[config.mk]
export PLATFORM = sky130hd
export DESIGN_NAME = hmmb_decode
export DESIGN_NICKNAME = d
export VERILOG_FILES = /design/src/handheld_memory_map_bus_macros.svh /design/src/hmmb_pkg.sv /design/src/hmmb_decode.sv
export SDC_FILE = /design/constraint.sdc
export NUM_CORES = 1
export LEC_CHECK = 0
export ABC_AREA = 1
export BUFFER_PORTS_ARGS = -buffer_cell sky130_fd_sc_hd__buf_2
export CAP_MARGIN = 20
export CORE_MARGIN = 4
export CORE_UTILIZATION = 35
export DETAILED_ROUTE_END_ITERATION = 10
export PLACE_DENSITY_LB_ADDON = 0.08
export SYNTH_ARGS = -nofsm -noshare
export SYNTH_HDL_FRONTEND = slang
export SYNTH_SLANG_ARGS = --single-unit
[constraint.sdc]
create_clock -name vclk -period 5.68
set_input_delay 1.136 -clock vclk [all_inputs]
set_output_delay 1.136 -clock vclk [all_outputs]
set_load 0.03 [all_outputs]
[src/handheld_memory_map_bus_macros.svh]
// Assertion macros for the handheld memory map bus.
// Used by the top level; the bodies expect a clock named clk and reset arst_n.
`ifndef HANDHELD_MEMORY_MAP_BUS_MACROS_SVH
`define HANDHELD_MEMORY_MAP_BUS_MACROS_SVH
`ifndef SYNTHESIS
// Same-cycle implication, checked outside reset.
`define HMMB_ASSERT_IMPLIES(lbl, ante, cons) \
	lbl: assert property (@(posedge clk) disable iff (!arst_n) (ante) |-> (cons)) \
		else $error("assertion failed");
// Next-cycle implication, checked outside reset.
`define HMMB_ASSERT_NEXT(lbl, ante, cons) \
	lbl: assert property (@(posedge clk) disable iff (!arst_n) (ante) |=> (cons)) \
		else $error("assertion failed");
`else
`define HMMB_ASSERT_IMPLIES(lbl, ante, cons)
`define HMMB_ASSERT_NEXT(lbl, ante, cons)
`endif
`endif

[src/hmmb_pkg.sv]
// Shared types, address map constants and helpers of the memory map bus.
// No dependencies; every other file but the macros header imports it.
package hmmb_pkg;

	// Default store sizes
	localparam int VIDEO_BYTES_DEF    = 8192;
	localparam int EXTERNAL_BYTES_DEF = 8192;
	localparam int BANK_BYTES_DEF     = 4096;
	localparam int ECHO_BYTES_DEF     = 7680;
	localparam int SPRITE_BYTES_DEF   = 160;
	localparam int HIGH_BYTES_DEF     = 127;
	localparam int IO_BYTES           = 128;

	// Address map
	localparam logic [15:0] CART_LAST    = 16'h7FFF;
	localparam logic [15:0] VIDEO_BASE   = 16'h8000;
	localparam logic [15:0] VIDEO_LAST   = 16'h9FFF;
	localparam logic [15:0] EXT_BASE     = 16'hA000;
	localparam logic [15:0] BANK_LO_BASE = 16'hC000;
	localparam logic [15:0] BANK_HI_BASE = 16'hD000;
	localparam logic [15:0] ECHO_BASE    = 16'hE000;
	localparam logic [15:0] ECHO_LAST    = 16'hFDFF;
	localparam logic [15:0] SPRITE_BASE  = 16'hFE00;
	localparam logic [15:0] SPRITE_LAST  = 16'hFE9F;
	localparam logic [15:0] IO_BASE      = 16'hFF00;
	localparam logic [15:0] IO_LAST      = 16'hFF7F;
	localparam logic [15:0] HIGH_BASE    = 16'hFF80;
	localparam logic [15:0] HIGH_LAST    = 16'hFFFE;
	localparam logic [15:0] EXT_LAST     = BANK_LO_BASE - 16'd1;
	localparam logic [15:0] BANK_LO_LAST = BANK_HI_BASE - 16'd1;
	localparam logic [15:0] BANK_HI_LAST = ECHO_BASE - 16'd1;
	localparam logic [15:0] HOLE_LAST    = IO_BASE - 16'd1;

	// Configuration port
	localparam int          PADDR_W         = 2;
	localparam logic [PADDR_W-1:0] REG_STACK_START = 2'd0;
	localparam logic [15:0] STACK_START_RESET = 16'hFFFE;

	typedef enum logic [2:0] {
		REQ_RD_BYTE   = 3'd0,
		REQ_WR_BYTE   = 3'd1,
		REQ_RD_WORD   = 3'd2,
		REQ_WR_WORD   = 3'd3,
		REQ_PUSH_BYTE = 3'd4,
		REQ_POP_BYTE  = 3'd5,
		REQ_PUSH_WORD = 3'd6,
		REQ_POP_WORD  = 3'd7
	} req_kind_t;

	typedef enum logic [3:0] {
		RG_CART, RG_VIDEO, RG_EXT, RG_BANK_LO, RG_BANK_HI, RG_ECHO,
		RG_SPRITE, RG_HOLE, RG_IO, RG_HIGH, RG_IE
	} region_t;

	typedef enum logic [1:0] {
		SRC_ZERO, SRC_CART, SRC_MEM
	} byte_src_t;

	typedef struct packed {
		region_t region;
		logic    hit;
	} dec_t;

	typedef struct packed {
		logic [2:0]  req_type;
		logic [15:0] address;
		logic [15:0] write_value;
		logic [7:0]  cart_byte_low;
		logic [7:0]  cart_byte_high;
	} req_item_t;

	typedef struct packed {
		logic [15:0] read_value;
		logic        cart_write_en;
		logic [14:0] cart_write_addr;
		logic [7:0]  cart_write_byte;
		logic        bad_address;
		logic [15:0] stack_now;
	} rsp_item_t;

	// Total bytes of the unified store, one stretch per region.
	function automatic int mem_depth(int vb, int eb, int bb, int ecb, int sb, int hb);
		return vb + eb + 2 * bb + ecb + sb + IO_BYTES + hb + 1;
	endfunction

endpackage

[src/hmmb_decode.sv]
// Address decoder: bus address to region, store hit and unified store index.
// Depends on hmmb_pkg.
module hmmb_decode #(
	parameter int VIDEO_BYTES    = hmmb_pkg::VIDEO_BYTES_DEF,
	parameter int EXTERNAL_BYTES = hmmb_pkg::EXTERNAL_BYTES_DEF,
	parameter int BANK_BYTES     = hmmb_pkg::BANK_BYTES_DEF,
	parameter int ECHO_BYTES     = hmmb_pkg::ECHO_BYTES_DEF,
	parameter int SPRITE_BYTES   = hmmb_pkg::SPRITE_BYTES_DEF,
	parameter int HIGH_BYTES     = hmmb_pkg::HIGH_BYTES_DEF,
	parameter int AW             = 15
) (
	input  logic [15:0]   addr,
	output hmmb_pkg::dec_t dec,
	output logic [AW-1:0] maddr
);
	import hmmb_pkg::*;

	localparam int MB_VIDEO   = 0;
	localparam int MB_EXT     = MB_VIDEO + VIDEO_BYTES;
	localparam int MB_BANK_LO = MB_EXT + EXTERNAL_BYTES;
	localparam int MB_BANK_HI = MB_BANK_LO + BANK_BYTES;
	localparam int MB_ECHO    = MB_BANK_HI + BANK_BYTES;
	localparam int MB_SPRITE  = MB_ECHO + ECHO_BYTES;
	localparam int MB_IO      = MB_SPRITE + SPRITE_BYTES;
	localparam int MB_HIGH    = MB_IO + IO_BYTES;
	localparam int MB_IE      = MB_HIGH + HIGH_BYTES;

	region_t       region;
	logic [15:0]   off;
	logic [AW-1:0] mbase;
	logic          hit;

	always_comb begin
		priority if (addr <= CART_LAST) region = RG_CART;
		else if (addr <= VIDEO_LAST)    region = RG_VIDEO;
		else if (addr <= EXT_LAST)      region = RG_EXT;
		else if (addr <= BANK_LO_LAST)  region = RG_BANK_LO;
		else if (addr <= BANK_HI_LAST)  region = RG_BANK_HI;
		else if (addr <= ECHO_LAST)     region = RG_ECHO;
		else if (addr <= SPRITE_LAST)   region = RG_SPRITE;
		else if (addr <= HOLE_LAST)     region = RG_HOLE;
		else if (addr <= IO_LAST)       region = RG_IO;
		else if (addr <= HIGH_LAST)     region = RG_HIGH;
		else                            region = RG_IE;
	end

	always_comb begin
		off   = '0;
		mbase = '0;
		hit   = 1'b0;
		unique case (region)
			RG_VIDEO: begin
				off   = addr - VIDEO_BASE;
				mbase = AW'(MB_VIDEO);
				hit   = off < 16'(VIDEO_BYTES);
			end
			RG_EXT: begin
				off   = addr - EXT_BASE;
				mbase = AW'(MB_EXT);
				hit   = off < 16'(EXTERNAL_BYTES);
			end
			RG_BANK_LO: begin
				off   = addr - BANK_LO_BASE;
				mbase = AW'(MB_BANK_LO);
				hit   = off < 16'(BANK_BYTES);
			end
			RG_BANK_HI: begin
				off   = addr - BANK_HI_BASE;
				mbase = AW'(MB_BANK_HI);
				hit   = off < 16'(BANK_BYTES);
			end
			RG_ECHO: begin
				off   = addr - ECHO_BASE;
				mbase = AW'(MB_ECHO);
				hit   = off < 16'(ECHO_BYTES);
			end
			RG_SPRITE: begin
				off   = addr - SPRITE_BASE;
				mbase = AW'(MB_SPRITE);
				hit   = off < 16'(SPRITE_BYTES);
			end
			RG_IO: begin
				off   = addr - IO_BASE;
				mbase = AW'(MB_IO);
				hit   = off < 16'(IO_BYTES);
			end
			RG_HIGH: begin
				off   = addr - HIGH_BASE;
				mbase = AW'(MB_HIGH);
				hit   = off < 16'(HIGH_BYTES);
			end
			RG_IE: begin
				mbase = AW'(MB_IE);
				hit   = 1'b1;
			end
			default: begin
				// cartridge and hole never touch the store
				hit = 1'b0;
			end
		endcase
	end

	assign dec.region = region;
	assign dec.hit    = hit;
	assign maddr      = mbase + AW'(off);

endmodule

==> Yosys cells after proc, flatten, opt, wreduce, memory -nomap -nowiden <==
Cells that the tools add are included.
{ "op_classes": {"n_addsub": 9, "magnitude_cmp": 18, "eq_ne": 9, "muxes": 13} }
{ "op_table": {"columns": ["op", "n"], "rows": [
  ["case mux 15 bit (8 select lines)", 2],
  ["<= comparator 16 bit, second input constant", 9],
  ["subtractor 16 bit, second input constant", 8],
  ["< comparator 16 x 13 -> 1 bit, second input constant", 3],
  ["< comparator 16 x 14 -> 1 bit, second input constant", 2],
  ["< comparator 16 x 8 -> 1 bit, second input constant", 2],
  ["two-way mux 4 bit", 8],
  ["<= comparator 16 x 15 -> 1 bit, second input constant", 1],
  ["< comparator 16 x 7 -> 1 bit, second input constant", 1],
  ["adder 15 bit", 1],
  ["== test 4 x 3 -> 1 bit, second input constant", 3],
  ["== test 4 bit, second input constant", 3],
  ["case mux 1 bit (9 select lines)", 1],
  ["== test 4 x 2 -> 1 bit, second input constant", 2],
  ["== test 4 x 1 -> 1 bit, second input constant", 1],
  ["two-way mux 2 bit", 2]
]} }
{ "word_totals": {"reg_bits": 0, "in_bits": 16, "output_inout_bits": 20, "word_cells": 49} }

==> Logic depth before layout (Yosys ltp) <==
Gate-level depths: netlist of the first run.
{ "depth": {"ltp_word": 14, "depth_mapped": 32, "ltp_nobuf": 32} }

==> Least setup slack after synthesis of the first run <==
Ideal clock, no wire load.
{ "synth_timing": {"path_kind": "input-to-output", "from": "in addr[12]", "to": "out maddr[8]", "arrival_ns": 4.661, "required_ns": 4.544, "slack_ns": -0.117, "path_stages": 21, "n_path_buf": 1, "cell_sequence": "clkbuf_1 > inv_1 > ha_1 > nor2_1 > o21ai_2 > a21oi_4 > nand4_4 > nand2_4 > inv_2 > nand2_4 > inv_1 > nor2_1 > ha_1 > inv_1 > fa_1 > o21ai_0 > nand3_1 > nand2_1 > nand4_2 > nand2_2 > xor2_1"} }
{ "synth_lines": {"columns": ["item", "line_no", "rtl"], "rows": [
  ["start, declared", "hmmb_decode.sv:12", "input logic [15:0] addr,"],
  ["end, declared", "hmmb_decode.sv:14", "output logic [AW-1:0] maddr"]
]} }

==> Final worst setup path of the first run <==
{ "layout_timing": {"from": "in addr[12]", "to": "out maddr[13]"} }
{ "layout_between": {"elab_chain_len": 14, "word_cells_on_any_way": 40, "classes_between": "add/sub: 9; order compare: 10; eq/ne: 9; mux: 12"} }
{ "layout_rtl": {"columns": ["item", "line_no", "rtl"], "rows": [
  ["<= comparator 16 bit", "hmmb_decode.sv:43", "else if (addr <= HIGH_LAST) region = RG_HIGH;"],
  ["two-way mux 2 bit", "hmmb_decode.sv:43", null],
  ["two-way mux 2 bit", "hmmb_decode.sv:42", "else if (addr <= IO_LAST) region = RG_IO;"],
  ["two-way mux 4 bit", "hmmb_decode.sv:41", "else if (addr <= HOLE_LAST) region = RG_HOLE;"],
  ["two-way mux 4 bit", "hmmb_decode.sv:40", "else if (addr <= SPRITE_LAST) region = RG_SPRITE;"],
  ["two-way mux 4 bit", "hmmb_decode.sv:39", "else if (addr <= ECHO_LAST) region = RG_ECHO;"],
  ["two-way mux 4 bit", "hmmb_decode.sv:38", "else if (addr <= BANK_HI_LAST) region = RG_BANK_HI;"],
  ["two-way mux 4 bit", "hmmb_decode.sv:37", "else if (addr <= BANK_LO_LAST) region = RG_BANK_LO;"],
  ["two-way mux 4 bit", "hmmb_decode.sv:36", "else if (addr <= EXT_LAST) region = RG_EXT;"],
  ["two-way mux 4 bit", "hmmb_decode.sv:35", "else if (addr <= VIDEO_LAST) region = RG_VIDEO;"],
  ["two-way mux 4 bit", "hmmb_decode.sv:34", "priority if (addr <= CART_LAST) region = RG_CART;"],
  ["== test 4 bit (tied with other cells)", "hmmb_decode.sv:51", "unique case (region)"],
  ["case mux 15 bit (8 select lines)", "hmmb_decode.sv:51", null],
  ["adder 15 bit *", "hmmb_decode.sv:105", "assign maddr = mbase + AW'(off);"]
]} }
Mark *: on every way between the ends. The rest lies on a longest branch, timed or not.

==> qor.yml, run 1 <==
status: "finished clean"
drt_pre_antenna_iters: 4
period_minus_slack_ns: 5.46
post-route-period-util: 0.962
hold_violations: 0
die_width_um: 84.1
critPathMaxFanout: 4
wl_um: 6570
ys_seq_area_frac: 0
path_class: "primary input to output pin"
grt-ovfl-total: 0
crit_start: "addr[12]"
coreArea_um2: 5570
die_h_um: 84.1
setup_viol: 0
ys_warn_count: 0
cts_hold_buffers: 0
cp_common_cell: "nand2_1"
cellPowerDensity_nw_per_um2: 70.5
fmax_mhz: 183
dp_hpwl_um: 5600
drt_iter0_markers: 136
fin_util: 0.553
power_mw: 0.217
dpl.cell_count: 505
syn_to_final_growth_pct: 51.8
design_area_um2: 3080
final_common_cell: "buf_4"
min_from: "addr[0]"
drc: 0
syn_nets: 384
viasPerCell: 4.91
pre_cts_slack_ns: -0.0332
first_global_vias: 2305
antennaDiodeCount: 0
antenna_found_initial: 0
vdd_drop_max_uv: 41.6
avgSynthCellArea_um2: 5.99
startpoint_type: "primary input"
seq_cell_count: 0
placed_area_um2: 2770
holdWs_ns: 2.80
ys_types: 43
slowest_stage: "ha_1"
pin_count: 36
crit_path_end_kind: "output pin"
grt_first_pass_wirelength_um: 10800
slew_headroom: 0.705
nets: 489
critical_path_required_ns: 4.54
vias: 2522
start_util: 0.364
final_cell_mix: "69 x buf_4, 60 x nand2_1, 48 x inv_1"
port_buffers: 36
place_congestion: 0.884
setup_tns_ns: 0
routedWlPerCell_um: 12.8
drive_above_1_share: 0.414
ant_nets: 0
regArea_um2: 0
worstMarginPinSlew_ns: 0.439
leakagePower_nw: 1.71
crit_arrival_ns: 4.33
fp-row-count: 27
slowest_delay_ns: 0.25
syn_area_um2: 2030
layout.cells.non_filler: 514
die-area_um2: 7080
grt_max_degree: 9
synthCells: 339
nClkBuffers: 0
hp-class: "primary input to output pin"
track_usage: 0.177
slew_viol_final: 0
setup_slack_ns: 0.216
maxCapViolCount: 0
==> what timing repair did <==
action                                  in CTS  in global routing
endpoints found under the setup margin       2                  9
setup buffers                                0                  9
gates resized for setup                      2                 73
pin swaps                                    0                 32
==> critical path, delay by kind of cell <==
family / cells / cell delay, ns
compound gates: 3 / 0.64
fa+ha+maj: 2 / 0.39
buf+inv: 6 / 0.51
simple gates: 22 / 1.63
==> cell families after synthesis <==
| kind of cell | after synthesis | share of synthesized area |
|---|---|---|
| XOR/XNOR | 20 | 0.0863 |
| adder cells (fa/ha/maj) | 29 | 0.182 |
| buffers and inverters | 64 | 0.123 |
| AND/OR/NAND/NOR | 172 | 0.420 |
| AO/OA/AOI/OAI | 54 | 0.189 |
==> area by class of cell <==
class,count,area [um2]
multi-input cells,275,1980
inverters,60,236
well taps,72,90.1
fillers,584,2490
repair buffers,107,769
==> final timing paths <==
path,to,cells past startpoint
setup / recovery,maddr[13],33
hold / removal,maddr[0],5
==> layer usage <==
| layer | vias to the layer above | part of all wire | track usage |
|---|---|---|---|
| met5 | - | 0 | 0 |
| met1 | 1120 | 0.48 | 0.276 |
| li1 | 1323 | - | - |
| met3 | 6 | 0.061 | 0.00883 |
| met2 | 73 | 0.45 | 0.275 |
| met4 | 0 | 0.0096 | 0.0161 |
==> synth_stat cells, types with 2 or more instances <==
library cell,count,share of area
o22ai_1,2,0.0062
nand2_2,10,0.031
nand3_2,2,0.0099
xnor2_1,4,0.017
a21oi_1,15,0.037
a22oi_1,2,0.0074
a211oi_1,6,0.022
nor2_4,3,0.017
nor3_1,6,0.015
nand3_1,24,0.059
o21ai_0,10,0.025
clkinv_1,2,0.0037
nand4_2,2,0.012
nand4_1,5,0.015
a21o_1,2,0.0074
inv_1,55,0.10
inv_2,3,0.0055
o21ai_1,2,0.0049
xor2_1,16,0.069
ha_1,28,0.17
a21oi_4,2,0.016
nor4_1,2,0.0062
nor2_2,4,0.012
nor2_1,40,0.074
nand2_4,4,0.022
buf_4,2,0.0074
nand2_1,68,0.13
o2111ai_1,3,0.013
==> power breakdown <==
part | leakage, nW | internal [mW] | switching [mW] | total [mW]
logic | 1.71 | 0.0874 | 0.130 | 0.217
clock network | 0 | 0 | 0 | 0
registers | 0 | 0 | 0 | 0
total | 1.71 | 0.0874 | 0.130 | 0.217
(Power assumes the default switching activity.)
==> inputs of run 2 (changes only) <==
- PLACE_DENSITY_LB_ADDON: 0.08 -> 0.3
==> run 2 against run 1 <==
Net effect:
- global-route usage increased by 0.87 points
- worst hold slack improved by 0.040 ns
- wire length increased by 11%
- fmax decreased by 0.83%
- cell area increased by 3.4%
- non-clock buffer count increased by 7
- cell count increased by 1.4%
- first-iteration DRC count increased by 8.8%
- sequential share of layout area unchanged
- largest power group unchanged
- critical path depth decreased by 3
==> qor.yml, run 2 (synthesis results as in run 1) <==
status: "finished clean"
drc: 0
ant_nets: 0
startpoint_type: "primary input"
dp_hpwl_um: 5890
fp-row-count: 27
grt_max_degree: 8
track_usage: 0.186
critical_path_required_ns: 4.54
coreArea_um2: 5570
nClkBuffers: 0
routedWlPerCell_um: 14.0
viasPerCell: 5.06
slew_viol_final: 0
design_area_um2: 3190
die_h_um: 84.1
setup_slack_ns: 0.170
worstMarginPinSlew_ns: 0.386
port_buffers: 36
grt-ovfl-total: 0
critPathMaxFanout: 4
hp-class: "primary input to output pin"
hold_violations: 0
final_cell_mix: "74 x buf_4, 60 x nand2_1, 49 x inv_1"
p_sw_frac: 0.599
final_common_cell: "buf_4"
cts_hold_buffers: 0
fmax_mhz: 181
place_congestion: 0.987
period_minus_slack_ns: 5.51
vias: 2635
wl_um: 7320
slowest_delay_ns: 0.27
start_util: 0.364
regArea_um2: 0
pin_count: 36
p_seq_frac: 0
p_clk_frac: 0
drt_iter0_markers: 148
leakagePower_nw: 1.76
internal_power_mw: 0.0904
crit_arrival_ns: 4.37
grt_first_pass_wirelength_um: 11200
pre_cts_slack_ns: -0.188
drt_pre_antenna_iters: 5
switchingPower_mw: 0.135
die_width_um: 84.1
cp_common_cell: "nand2_2"
antenna_found_initial: 0
holdWs_ns: 2.84
drive_above_1_share: 0.423
antennaDiodeCount: 0
power_frac_comb: 1.000
syn_to_final_growth_pct: 57.0
nets: 496
seq_cell_count: 0
die-area_um2: 7080
maxCapViolCount: 0
crit_path_end_kind: "output pin"
path_class: "primary input to output pin"
vdd_drop_max_uv: 41.5
setup_viol: 0
first_global_vias: 2453
fin_util: 0.571
cellPowerDensity_nw_per_um2: 70.7
rsz0062_at_grt: "true"
fillers: 548
slew_headroom: 0.740
placed_area_um2: 2810
slowest_stage: "ha_1"
post-route-period-util: 0.970
run 2: final cells by class:
cell class                 count  area, um2  area share
inverter                      60        239      0.0750
tap                           72       90.1      0.0283
multi-input combinational    275       2030       0.637
timing repair buffer         114        826       0.259
run 2: metrics by stage:
stage               power [mW]  setup TNS, ns  cells
floorplan                0.121              0    339
global placement         0.194         -0.196    512
detailed placement       0.195         -0.446    512
CTS                      0.200              0    513
global route             0.244         -0.134    521
finish                   0.225              0    521
run 2: worst max-delay path: cells and delay by family:
kind | cells | cell delay, ns
simple gates | 17 | 1.36
buf+inv | 7 | 0.72
compound gates | 4 | 0.71
fa+ha+maj | 2 | 0.45
run 2: final timing paths:
path,startpoint,to,slack (ns),cells past startpoint
min,addr[0],maddr[0],2.84,5
max,addr[8],maddr[13],0.17,30
run 2: timing repair:
item / CTS / global route
gates cloned: 0 / 0
pin swaps: 3 / 38
buffers inserted: 1 / 8
endpoints found under the setup margin: 4 / 9
gates resized for setup: 12 / 73
run 2: metal layers:
metal  share of wire  track usage  up-vias  wire (um)
li1                -            -     1337          -
met4           0.010       0.0146        0         75
met2            0.49        0.332       96       3620
met5               0            0        -          0
met3           0.063       0.0118       10        462
met1            0.43        0.253     1192       3160
run 2: power groups by stage:
| stage | Clock, mW | Sequential, mW | Combinational [mW] |
|---|---|---|---|
| floorplan | 0 | 0 | 0.121 |
| global placement | 0 | 0 | 0.194 |
| detailed placement | 0 | 0 | 0.195 |
| CTS | 0 | 0 | 0.200 |
| global route | 0 | 0 | 0.244 |
| finish | 0 | 0 | 0.225 |
